**src/design/sds_pkg.sv**
```systemverilog
package sds_pkg;

  // 8.3 name layout
  localparam int unsigned NAME_LEN = 11;
  localparam int unsigned BASE_LEN = 8;
  localparam int unsigned POS_W    = 4;
  localparam int unsigned CNT_W    = 13;
  localparam int unsigned IDX_W    = 12;

  localparam logic [7:0] SPACE_CHAR     = 8'h20;
  localparam logic [7:0] PERIOD_CHAR    = 8'h2E;
  localparam logic [7:0] LOWER_A        = 8'h61;
  localparam logic [7:0] LOWER_Z        = 8'h7A;
  localparam logic [7:0] CASE_OFFSET    = 8'h20;
  localparam logic [7:0] ATTR_SKIP_MASK = 8'h18;

  localparam logic [CNT_W-1:0] MAX_ENTRIES_RESET = 13'd224;

  // packed so that byte 0 sits in bits 7:0, matching the entry layout
  typedef logic [NAME_LEN-1:0][7:0] pattern_t;

  typedef enum logic [1:0] {
    MODE_START  = 2'd0,
    MODE_CHAR   = 2'd1,
    MODE_ENTRY  = 2'd2,
    MODE_UNUSED = 2'd3
  } mode_t;

  typedef enum logic [1:0] {
    ST_CONTINUE  = 2'd0,
    ST_FOUND     = 2'd1,
    ST_NOT_FOUND = 2'd2,
    ST_NAME_BAD  = 2'd3
  } status_t;

  // one word moving from the input stage into the search state
  typedef struct packed {
    logic  fire;
    mode_t mode;
  } step_t;

endpackage

```
**src/design/sds_pattern.sv**
```systemverilog
module sds_pattern
  import sds_pkg::*;
(
  input  logic       clk,
  input  logic       rst,
  input  step_t      step,
  input  logic [7:0] name_char,
  input  logic       decided,
  output pattern_t   pattern,
  output logic       overflow
);

  logic [POS_W-1:0] name_position;
  logic [POS_W-1:0] name_position_next;
  pattern_t         pattern_next;
  logic [7:0]       folded;
  logic             take;

  // upper-case fold of a-z
  always_comb begin
    if (name_char >= LOWER_A && name_char <= LOWER_Z) begin
      folded = name_char - CASE_OFFSET;
    end else begin
      folded = name_char;
    end
  end

  assign take     = step.fire && step.mode == MODE_CHAR && !decided && name_char != 8'h00;
  assign overflow = take && name_position >= POS_W'(NAME_LEN);

  // next pattern and position
  always_comb begin
    pattern_next       = pattern;
    name_position_next = name_position;
    if (step.fire && step.mode == MODE_START) begin
      pattern_next       = {NAME_LEN{SPACE_CHAR}};
      name_position_next = '0;
    end else if (take && !overflow) begin
      if (name_char == PERIOD_CHAR && name_position <= POS_W'(BASE_LEN)) begin
        name_position_next = POS_W'(BASE_LEN);
      end else begin
        for (int i = 0; i < NAME_LEN; i++) begin
          if (name_position == POS_W'(i)) begin
            pattern_next[i] = folded;
          end
        end
        name_position_next = name_position + POS_W'(1);
      end
    end
  end

  always_ff @(posedge clk) begin
    if (rst) begin
      pattern       <= {NAME_LEN{SPACE_CHAR}};
      name_position <= '0;
    end else begin
      pattern       <= pattern_next;
      name_position <= name_position_next;
    end
  end

  a_pos_range: assert property (@(posedge clk) disable iff (rst)
    name_position <= POS_W'(NAME_LEN))
    else $error("name position past end of pattern");

endmodule

```
**src/design/sds_search.sv**
```systemverilog
module sds_search
  import sds_pkg::*;
(
  input  logic             clk,
  input  logic             rst,
  input  step_t            step,
  input  logic [63:0]      entry_name_base,
  input  logic [23:0]      entry_name_ext,
  input  logic [7:0]       entry_attr,
  input  logic [CNT_W-1:0] max_entries,
  input  pattern_t         pattern,
  input  logic             overflow,
  output logic             decided,
  output status_t          res_status,
  output logic [IDX_W-1:0] res_index
);

  logic [CNT_W-1:0] entries_seen;
  logic [CNT_W-1:0] entries_seen_next;
  logic             decided_next;
  status_t          held_status;
  status_t          held_status_next;
  logic [IDX_W-1:0] held_index;
  logic [IDX_W-1:0] held_index_next;
  logic             name_eq;
  logic             at_end;
  logic             entry_step;

  assign name_eq    = {entry_name_ext, entry_name_base} == pattern;
  assign at_end     = entries_seen >= max_entries || entry_name_base[7:0] == 8'h00;
  assign entry_step = step.fire && step.mode == MODE_ENTRY && !decided;

  // decision and entry counter
  always_comb begin
    entries_seen_next = entries_seen;
    decided_next      = decided;
    held_status_next  = held_status;
    held_index_next   = held_index;
    if (step.fire && step.mode == MODE_START) begin
      entries_seen_next = '0;
      decided_next      = 1'b0;
      held_status_next  = ST_CONTINUE;
      held_index_next   = '0;
    end else if (overflow) begin
      decided_next     = 1'b1;
      held_status_next = ST_NAME_BAD;
      held_index_next  = '0;
    end else if (entry_step) begin
      if (at_end) begin
        decided_next     = 1'b1;
        held_status_next = ST_NOT_FOUND;
        held_index_next  = '0;
      end else if ((entry_attr & ATTR_SKIP_MASK) == 8'h00 && name_eq) begin
        decided_next     = 1'b1;
        held_status_next = ST_FOUND;
        held_index_next  = entries_seen[IDX_W-1:0];
      end else begin
        entries_seen_next = entries_seen + CNT_W'(1);
      end
    end
  end

  // held values are zero while undecided, so their next values are the result directly
  assign res_status = held_status_next;
  assign res_index  = held_index_next;

  always_ff @(posedge clk) begin
    if (rst) begin
      entries_seen <= '0;
      decided      <= 1'b0;
      held_status  <= ST_CONTINUE;
      held_index   <= '0;
    end else begin
      entries_seen <= entries_seen_next;
      decided      <= decided_next;
      held_status  <= held_status_next;
      held_index   <= held_index_next;
    end
  end

  a_decided_status: assert property (@(posedge clk) disable iff (rst)
    decided == (held_status != ST_CONTINUE))
    else $error("decided flag disagrees with held status");

  a_index_only_found: assert property (@(posedge clk) disable iff (rst)
    held_status != ST_FOUND |-> held_index == '0)
    else $error("nonzero index without a match");

  a_hold: assert property (@(posedge clk) disable iff (rst)
    decided && !(step.fire && step.mode == MODE_START) |=>
      decided && $stable(held_status) && $stable(held_index))
    else $error("decision changed without a new search");

endmodule

```
**src/design/short_name_directory_search_top.sv**
```systemverilog
// channel | direction | handshake                  | payload
// in      | input     | in_valid / in_ready        | mode, name_char, entry_name_base,
//         |           |                            | entry_name_ext, entry_attr
// out     | output    | out_valid / out_ready      | status, entry_index
// cfg     | input     | cfg_valid / cfg_ready      | cfg_data (max_entries)
//
// One word per cycle unless out stalls; a word passes the input register, then the result register.
// The input register feeds the pattern/compare logic, which updates the search
// state and loads the result register in the same cycle.
// Reset (synchronous) gives max_entries 224, an all-space pattern, undecided.
// A stalled out channel holds the result and the input register; in_ready drops
// only while both are full. cfg_ready is always high.
module short_name_directory_search_top
  import sds_pkg::*;
(
  input  logic             clk,
  input  logic             rst,
  input  logic             in_valid,
  output logic             in_ready,
  input  logic [1:0]       mode,
  input  logic [7:0]       name_char,
  input  logic [63:0]      entry_name_base,
  input  logic [23:0]      entry_name_ext,
  input  logic [7:0]       entry_attr,
  output logic             out_valid,
  input  logic             out_ready,
  output logic [1:0]       status,
  output logic [11:0]      entry_index,
  input  logic             cfg_valid,
  output logic             cfg_ready,
  input  logic [12:0]      cfg_data
);

  logic             stg_valid;
  mode_t            stg_mode;
  logic [7:0]       stg_char;
  logic [63:0]      stg_base;
  logic [23:0]      stg_ext;
  logic [7:0]       stg_attr;
  logic             adv;
  logic [CNT_W-1:0] max_entries;
  step_t            step;
  pattern_t         pattern;
  logic             overflow;
  logic             decided;
  status_t          res_status;
  logic [IDX_W-1:0] res_index;

  // config register
  assign cfg_ready = 1'b1;

  always_ff @(posedge clk) begin
    if (rst) begin
      max_entries <= MAX_ENTRIES_RESET;
    end else if (cfg_valid && cfg_ready) begin
      max_entries <= cfg_data;
    end
  end

  // input register
  assign adv      = stg_valid && (!out_valid || out_ready);
  assign in_ready = !stg_valid || adv;

  always_ff @(posedge clk) begin
    if (rst) begin
      stg_valid <= 1'b0;
    end else if (in_ready) begin
      stg_valid <= in_valid;
    end
  end

  always_ff @(posedge clk) begin
    if (in_valid && in_ready) begin
      stg_mode <= mode_t'(mode);
      stg_char <= name_char;
      stg_base <= entry_name_base;
      stg_ext  <= entry_name_ext;
      stg_attr <= entry_attr;
    end
  end

  assign step.fire = adv;
  assign step.mode = stg_mode;

  sds_pattern u_pattern (
    .clk       (clk),
    .rst       (rst),
    .step      (step),
    .name_char (stg_char),
    .decided   (decided),
    .pattern   (pattern),
    .overflow  (overflow)
  );

  sds_search u_search (
    .clk             (clk),
    .rst             (rst),
    .step            (step),
    .entry_name_base (stg_base),
    .entry_name_ext  (stg_ext),
    .entry_attr      (stg_attr),
    .max_entries     (max_entries),
    .pattern         (pattern),
    .overflow        (overflow),
    .decided         (decided),
    .res_status      (res_status),
    .res_index       (res_index)
  );

  // result register
  always_ff @(posedge clk) begin
    if (rst) begin
      out_valid <= 1'b0;
    end else if (adv) begin
      out_valid <= 1'b1;
    end else if (out_ready) begin
      out_valid <= 1'b0;
    end
  end

  always_ff @(posedge clk) begin
    if (adv) begin
      status      <= res_status;
      entry_index <= res_index;
    end
  end

  a_stage_kept: assert property (@(posedge clk) disable iff (rst)
    stg_valid && !adv |=> stg_valid)
    else $error("stalled word dropped from input register");

  a_take_fills: assert property (@(posedge clk) disable iff (rst)
    in_valid && in_ready |=> stg_valid)
    else $error("accepted word not in input register");

endmodule

```
**config.mk**
```make
export PLATFORM = sky130hd
export DESIGN_NAME = short_name_directory_search_top
export DESIGN_NICKNAME = d
export VERILOG_FILES = /design/src/design/sds_pkg.sv /design/src/design/sds_pattern.sv /design/src/design/sds_search.sv /design/src/design/short_name_directory_search_top.sv
export SDC_FILE = /design/constraint.sdc
export NUM_CORES = 1
export LEC_CHECK = 0
export ABC_AREA = 1
export BUFFER_PORTS_ARGS = -buffer_cell sky130_fd_sc_hd__buf_2
export CORE_MARGIN = 10
export CORE_UTILIZATION = 60
export DETAILED_ROUTE_END_ITERATION = 10
export PLACE_DENSITY_LB_ADDON = 0.3
export SKIP_CTS_REPAIR_TIMING = 1
export SYNTH_ARGS = -nofsm -noshare
export SYNTH_HDL_FRONTEND = slang
export SYNTH_SLANG_ARGS = --single-unit
```
**constraint.sdc**
```tcl
create_clock -name clk -period 6.1 [get_ports clk]
set_input_delay 1.83 -clock clk [delete_from_list [all_inputs] [get_ports clk]]
set_output_delay 1.83 -clock clk [all_outputs]
set_load 0.005 [all_outputs]
```
==> out/metrics.csv, run 1 <==
metric,value,unit
worstMarginPinSlew,914,ps
synthTopCellsByArea,"edfxtp_1, dfxtp_1, nand2_1",
startpoint_type,input port,
clock_skew,10.2,ps
final_common_cell,nand2_1,
row_count,49,
hp-class,flip-flop to flip-flop,
hold_violations,0,
synth_seq_cells,249,
netlist_instances,1243,
clk_pin_slew,60,ps
finalCriticalPeriod,4060,ps
drtIter0Drc,626,
viasPerCell,5.31,
path_max_fanout,3,
critical_path_required,4270,ps
clockPowerShare,0.423,
outcome,completed,
root_buffer,clkbuf_16,
cp-startpoint,out_ready,
seq_power_share,0.523,
cts_made_buffers,25,
clk_latency,540,ps
p_int,2.74,mW
rsz0062_at_grt,false,
syn_area,10900,um^2
dp_hpwl,18.9,mm
drc,0,
clock_sinks,249,
grt_antenna_before_repair,0,
r2r_start,u_search.entries_seen[8],
cp-end-kind,output pin,
holdCritStartpoint,u_pattern.pattern[18],
first_pass_iters,5,
p_switching,0.784,mW
seq_area_frac_synth,0.562,
synth_enable_flop_cells,114,
final_area,12500,um^2
max_freq,246,MHz
peakVddDrop,0.267,mV
maxCapViolations,0,
final-setup-viol-count,0,
synth_top_cell_by_area,edfxtp_1,
wl_per_cell,16.0,um
power_frac_comb,0.054,
globalRouteTotalUtil,0.211,
io_pins,141,
ant_nets,0,
swShare,0.223,
synthArstFlopShare,0,
critPathKind,input port to output pin,
synth_flop_cell,dfxtp_1,
syn_nets,1386,
drive_gt1_frac,0.150,
grt_pass1_vias,8167,
avgSynthCellArea,8.77,um^2
grt_max_degree,65,
fin_nets,1517,
gp_congestion,0.926,
mostFrequentLayoutCells,"nand2_1, inv_1, a21oi_1",
period_share,0.666,
grt_pass1_wl,41.0,mm
area_growth,14.4,%
cp.arrival,2230,ps
maxSlewViolCount,0,
slew-limit-headroom,0.387,
overflow,0,
cts_tree,done,
fp.dieH,155,um
tns,0,ps
core,17900,um^2
synth_cell_types,46,
io_buffer_count,133,
p_leak,5.28,nW
totalWireLength,26.0,mm
die_area,24000,um^2
synth_top_area_share,0.314,
vias,8604,
die_w,155,um
initial_core_util,0.609,
powerDensity,283,nW/um^2
htreeDepth,1,
place_area,11700,um^2
n_antenna_cell,0,
yosysWarnings,0,
clockBufferDepth,3,
## logic make-up (layout without fill, tap and decap cells)
| group | count (synthesis) | after routing | share of synthesized area |
|---|---|---|---|
| XOR/XNOR | 23 | 23 | 0.0185 |
| AND/OR/NAND/NOR | 467 | 467 | 0.186 |
| other | 1 | 1 | 0.000344 |
| AO/OA/AOI/OAI | 268 | 268 | 0.127 |
| buffers and inverters | 216 | 365 | 0.0836 |
| flip-flops | 249 | 249 | 0.562 |
| adder cells (fa/ha/maj) | 19 | 19 | 0.0218 |
## flip-flops by register name, indices dropped and copies added (netlist names), 8 cells and up
signal                 flops
entry_index               12
max_entries               13
stg_base                  64
stg_char                   8
stg_ext                   24
u_pattern.pattern         88
u_search.entries_seen     13
u_search.held_index       12
## routing by layer
layer	global-route usage	wire length [um]	vias up
met5	0	0	-
met4	0.0774	871	0
met3	0.0391	1800	68
met2	0.364	12900	331
met1	0.257	10400	3869
li1	-	-	4336
## power groups by stage
stage | clock [mW] | combinational (mW) | sequential [mW]
after floorplan | 0 | 0.112 | 1.86
after global placement | 0 | 0.185 | 1.87
after detailed placement | 0 | 0.190 | 1.88
after CTS | 1.51 | 0.191 | 1.84
after global routing | 1.58 | 0.216 | 1.84
final | 1.49 | 0.191 | 1.84
## worst paths after layout
path | to | slack (ps) | cells past startpoint
setup / recovery | in_ready | 2040 | 4
hold reg to reg | u_pattern.pattern[18] | 470 | 2
setup reg to reg | u_search.entries_seen[9] | 3200 | 10
hold / removal | u_pattern.pattern[18] | 470 | 2
## metrics by stage
stage	instances	utilization	setup slack [ps]	hold WS, ps	total power, mW
after detailed placement	1576	0.652	1710	455	2.07
final	1621	0.696	2040	468	3.52
after floorplan	1243	-	1650	440	1.98
after global placement	1576	0.652	1780	453	2.06
after global routing	1621	0.696	1890	478	3.64
after CTS	1621	0.696	2030	465	3.54
## critical path, cell delays in order
cell and delay [ps]:
buf_2 90, inv_1 60, nand3_1 100, buf_2 150
## cell type report
type | count | area [um^2]
Clock buffer | 35 | 673
Clock inverter | 10 | 120
Fill cell | 1391 | 5440
Inverter | 183 | 701
Multi-Input combinational cell | 778 | 3860
Sequential cell | 249 | 6130
Tap cell | 229 | 287
Timing Repair Buffer | 137 | 696
## synth_stat cells (2+ instances only)
library cell	number
nand4_1	11
ha_1	19
a21oi_1	138
o21ai_2	2
xnor2_1	10
clkinv_2	2
nor2_2	5
dfxtp_1	135
buf_6	8
edfxtp_1	114
clkbuf_1	12
o21ai_1	11
nor2_4	2
a31oi_1	5
nand2_4	2
buf_2	4
inv_1	170
nor2_1	91
clkinv_1	2
nand2_1	282
o21ai_0	105
nand4_4	4
xor2_1	13
buf_4	6
o211ai_1	2
nor3_1	8
or2_2	2
inv_2	7
nand3_1	51
nand2_2	2
buf_1	3
Note: power is estimated with default switching activity, not from simulation.
==> run 2, diff against run 1 <==
CORE_UTILIZATION = 52   (was 60)
clock period = 3.65 ns   (was 6.1 ns; I/O delays follow)
==> run 2 against run 1 <==
Critical path type is now flip-flop to flip-flop. Clock power grew 62%. Combinational power grew 71%. Power increased by 65%.
==> out/metrics.csv, run 2 (synthesis results as in run 1) <==
metric,value,unit,change
grt_max_degree,101,,was 65
r2r_slack,720,ps,was 3200 ps
ant_nets,0,,unchanged
grt_pass1_vias,8165,,"was 8,167"
largest_register_ffs,88,,unchanged
biggestRegsByFlops,"u_pattern.pattern x88, stg_base x64, stg_ext x24",,unchanged
crit_chain,ha_1 -> a21oi_1 -> nand2_1 -> a21oi_1 -> nand4_1 -> nor2_2 -> nand2_1 -> inv_2 -> nand2_1 -> a21oi_1,,was buf_2 -> inv_1 -> nand3_1 -> buf_2
viasPerCell,5.14,,was 5.31
cp-endpoint,u_search.entries_seen[5],,was in_ready
peakVddDrop,0.400,mV,was 0.267 mV
fp.dieH,165,um,was 155 um
tns,0,ps,unchanged
root_buffer,clkbuf_16,,unchanged
worstReg2RegEnd,u_search.entries_seen[5],,was u_search.entries_seen[9]
final-setup-viol-count,0,,unchanged
layout_setup_ws,723,ps,was 2040 ps
n_antenna_cell,0,,unchanged
dp_hpwl,19.0,mm,was 18.9 mm
io_buffer_count,133,,unchanged
wl_per_cell,15.9,um,was 16.0 um
totalWireLength,26.5,mm,was 26.0 mm
path_max_fanout,14,,was 3
area_growth,15.1,%,was 14.4%
finalCriticalPeriod,2930,ps,
final_common_cell,nand2_1,,unchanged
place_area,11800,um^2,"was 11,700 um^2"
fin_nets,1521,,"was 1,517"
io_pins,141,,unchanged
crit_cells,10,,was 4
critPathBufInv,1,,was 3
cts_tree,done,,unchanged
rsz0062_at_grt,false,,unchanged
die_area,27100,um^2,"was 24,000 um^2"
die_w,165,um,was 155 um
drtIter0Drc,662,,was 626
largest-register,u_pattern.pattern,,unchanged
core,20400,um^2,"was 17,900 um^2"
grt_pass1_wl,41.7,mm,was 41.0 mm
worstMarginPinSlew,757,ps,was 914 ps
final_area,12500,um^2,about the same
clockBufferDepth,3,,unchanged
startpoint_type,flip-flop,,was input port
initial_core_util,0.533,,was 0.609
row_count,52,,was 49
clock_skew,30.4,ps,was 10.2 ps
clock_sinks,249,,unchanged
critical_path_required,4100,ps,was 4270 ps
gp_congestion,0.894,,was 0.926
hp-class,flip-flop to flip-flop,,unchanged
cts_made_buffers,26,,was 25
vias,8567,,"was 8,604"
grt_antenna_before_repair,0,,unchanged
clk_pin_slew,60,ps,about the same
cp.arrival,3380,ps,was 2230 ps
powerDensity,464,nW/um^2,was 283 nW/um^2
drc,0,,unchanged
r2r_start,u_search.entries_seen[8],,unchanged
drive_gt1_frac,0.152,,was 0.150
critPathSlowestCell,dfxtp_1,,was buf_2
max_freq,342,MHz,
outcome,completed,,unchanged
critPathKind,flip-flop to flip-flop,,was input port to output pin
htreeDepth,1,,unchanged
detailedPlace.worstSlack,537,ps,was 1710 ps
p_leak,5.30,nW,was 5.28 nW
slew-limit-headroom,0.495,,was 0.387
maxSlewViolCount,0,,unchanged
cp-end-kind,flip-flop,,was output pin
first_pass_iters,5,,unchanged
cp_top_family,simple AND/OR/NAND/NOR gates,,was buffers and inverters
mostFrequentLayoutCells,"nand2_1, inv_1, a21oi_1",,unchanged
max_stage_delay,460,ps,was 150 ps
hold_violations,0,,unchanged
overflow,0,,unchanged
period_share,0.802,,
clk_latency,550,ps,was 540 ps
fin_total_pwr,5.82,mW,was 3.52 mW
rr_worst_depth,10,,unchanged
maxCapViolations,0,,unchanged
cp-startpoint,u_search.entries_seen[8],,was out_ready
globalRouteTotalUtil,0.193,,was 0.211
run 2: changes by cell type in the layout (fill, tap and decap cells not counted), sizes merged:
| cell | before | now |
|---|---|---|
| clkbuf | 35 | 33 |
| buf | 137 | 140 |
| clkinv | 11 | 17 |
| inv | 180 | 179 |
| bufinv | 2 | 0 |
| clkinvlp | 0 | 1 |
run 2: power breakdown:
part | leakage [nW] | internal [mW] | switching, mW
registers | 2.19 | 3.02 | 0.0591
logic | 2.72 | 0.121 | 0.205
clock network | 0.381 | 1.34 | 1.08
run 2: per-layer routing:
metal / GRT usage / routed length [um] / vias up / part of all wire
li1: - / - / 4332 / -
met1: 0.244 / 11200 / 3883 / 0.42
met2: 0.325 / 12700 / 292 / 0.48
met3: 0.0321 / 1720 / 60 / 0.065
met4: 0.0700 / 843 / 0 / 0.032
met5: 0 / 0 / - / 0
run 2: stage by stage:
| step | utilization | std cells | hold WS [ps] |
|---|---|---|---|
| after detailed placement | 0.576 | 1620 | 457 |
| after floorplan | - | 1243 | 440 |
| after global routing | 0.614 | 1667 | 491 |
| final | 0.614 | 1667 | 466 |
| after global placement | 0.576 | 1620 | 452 |
| after CTS | 0.614 | 1667 | 466 |
run 2: worst min path at each step:
stage	cells past startpoint	slack [ps]	to	startpoint
final	2	470	u_pattern.pattern[66]	u_pattern.pattern[66]
after global routing	2	490	u_pattern.pattern[40]	u_pattern.pattern[40]
after CTS	2	470	u_pattern.pattern[17]	u_pattern.pattern[17]
after detailed placement	2	460	u_pattern.pattern[17]	u_pattern.pattern[17]
after global placement	2	450	u_pattern.pattern[51]	u_pattern.pattern[51]
after floorplan	2	440	max_entries[10]	max_entries[10]
run 2: area by class of cell:
type	count	area, um^2
tap	270	338
fill	1761	7880
multi-input combinational	778	3860
inverter	183	703
clock buffer	33	687
sequential	249	6130
timing repair buffer	140	743
clock inverter	14	90.1
run 2: worst min-delay path, cell delays in order (launching register included):
cell,delay [ps]
dfxtp_1,310
inv_1,60
a21oi_1,50
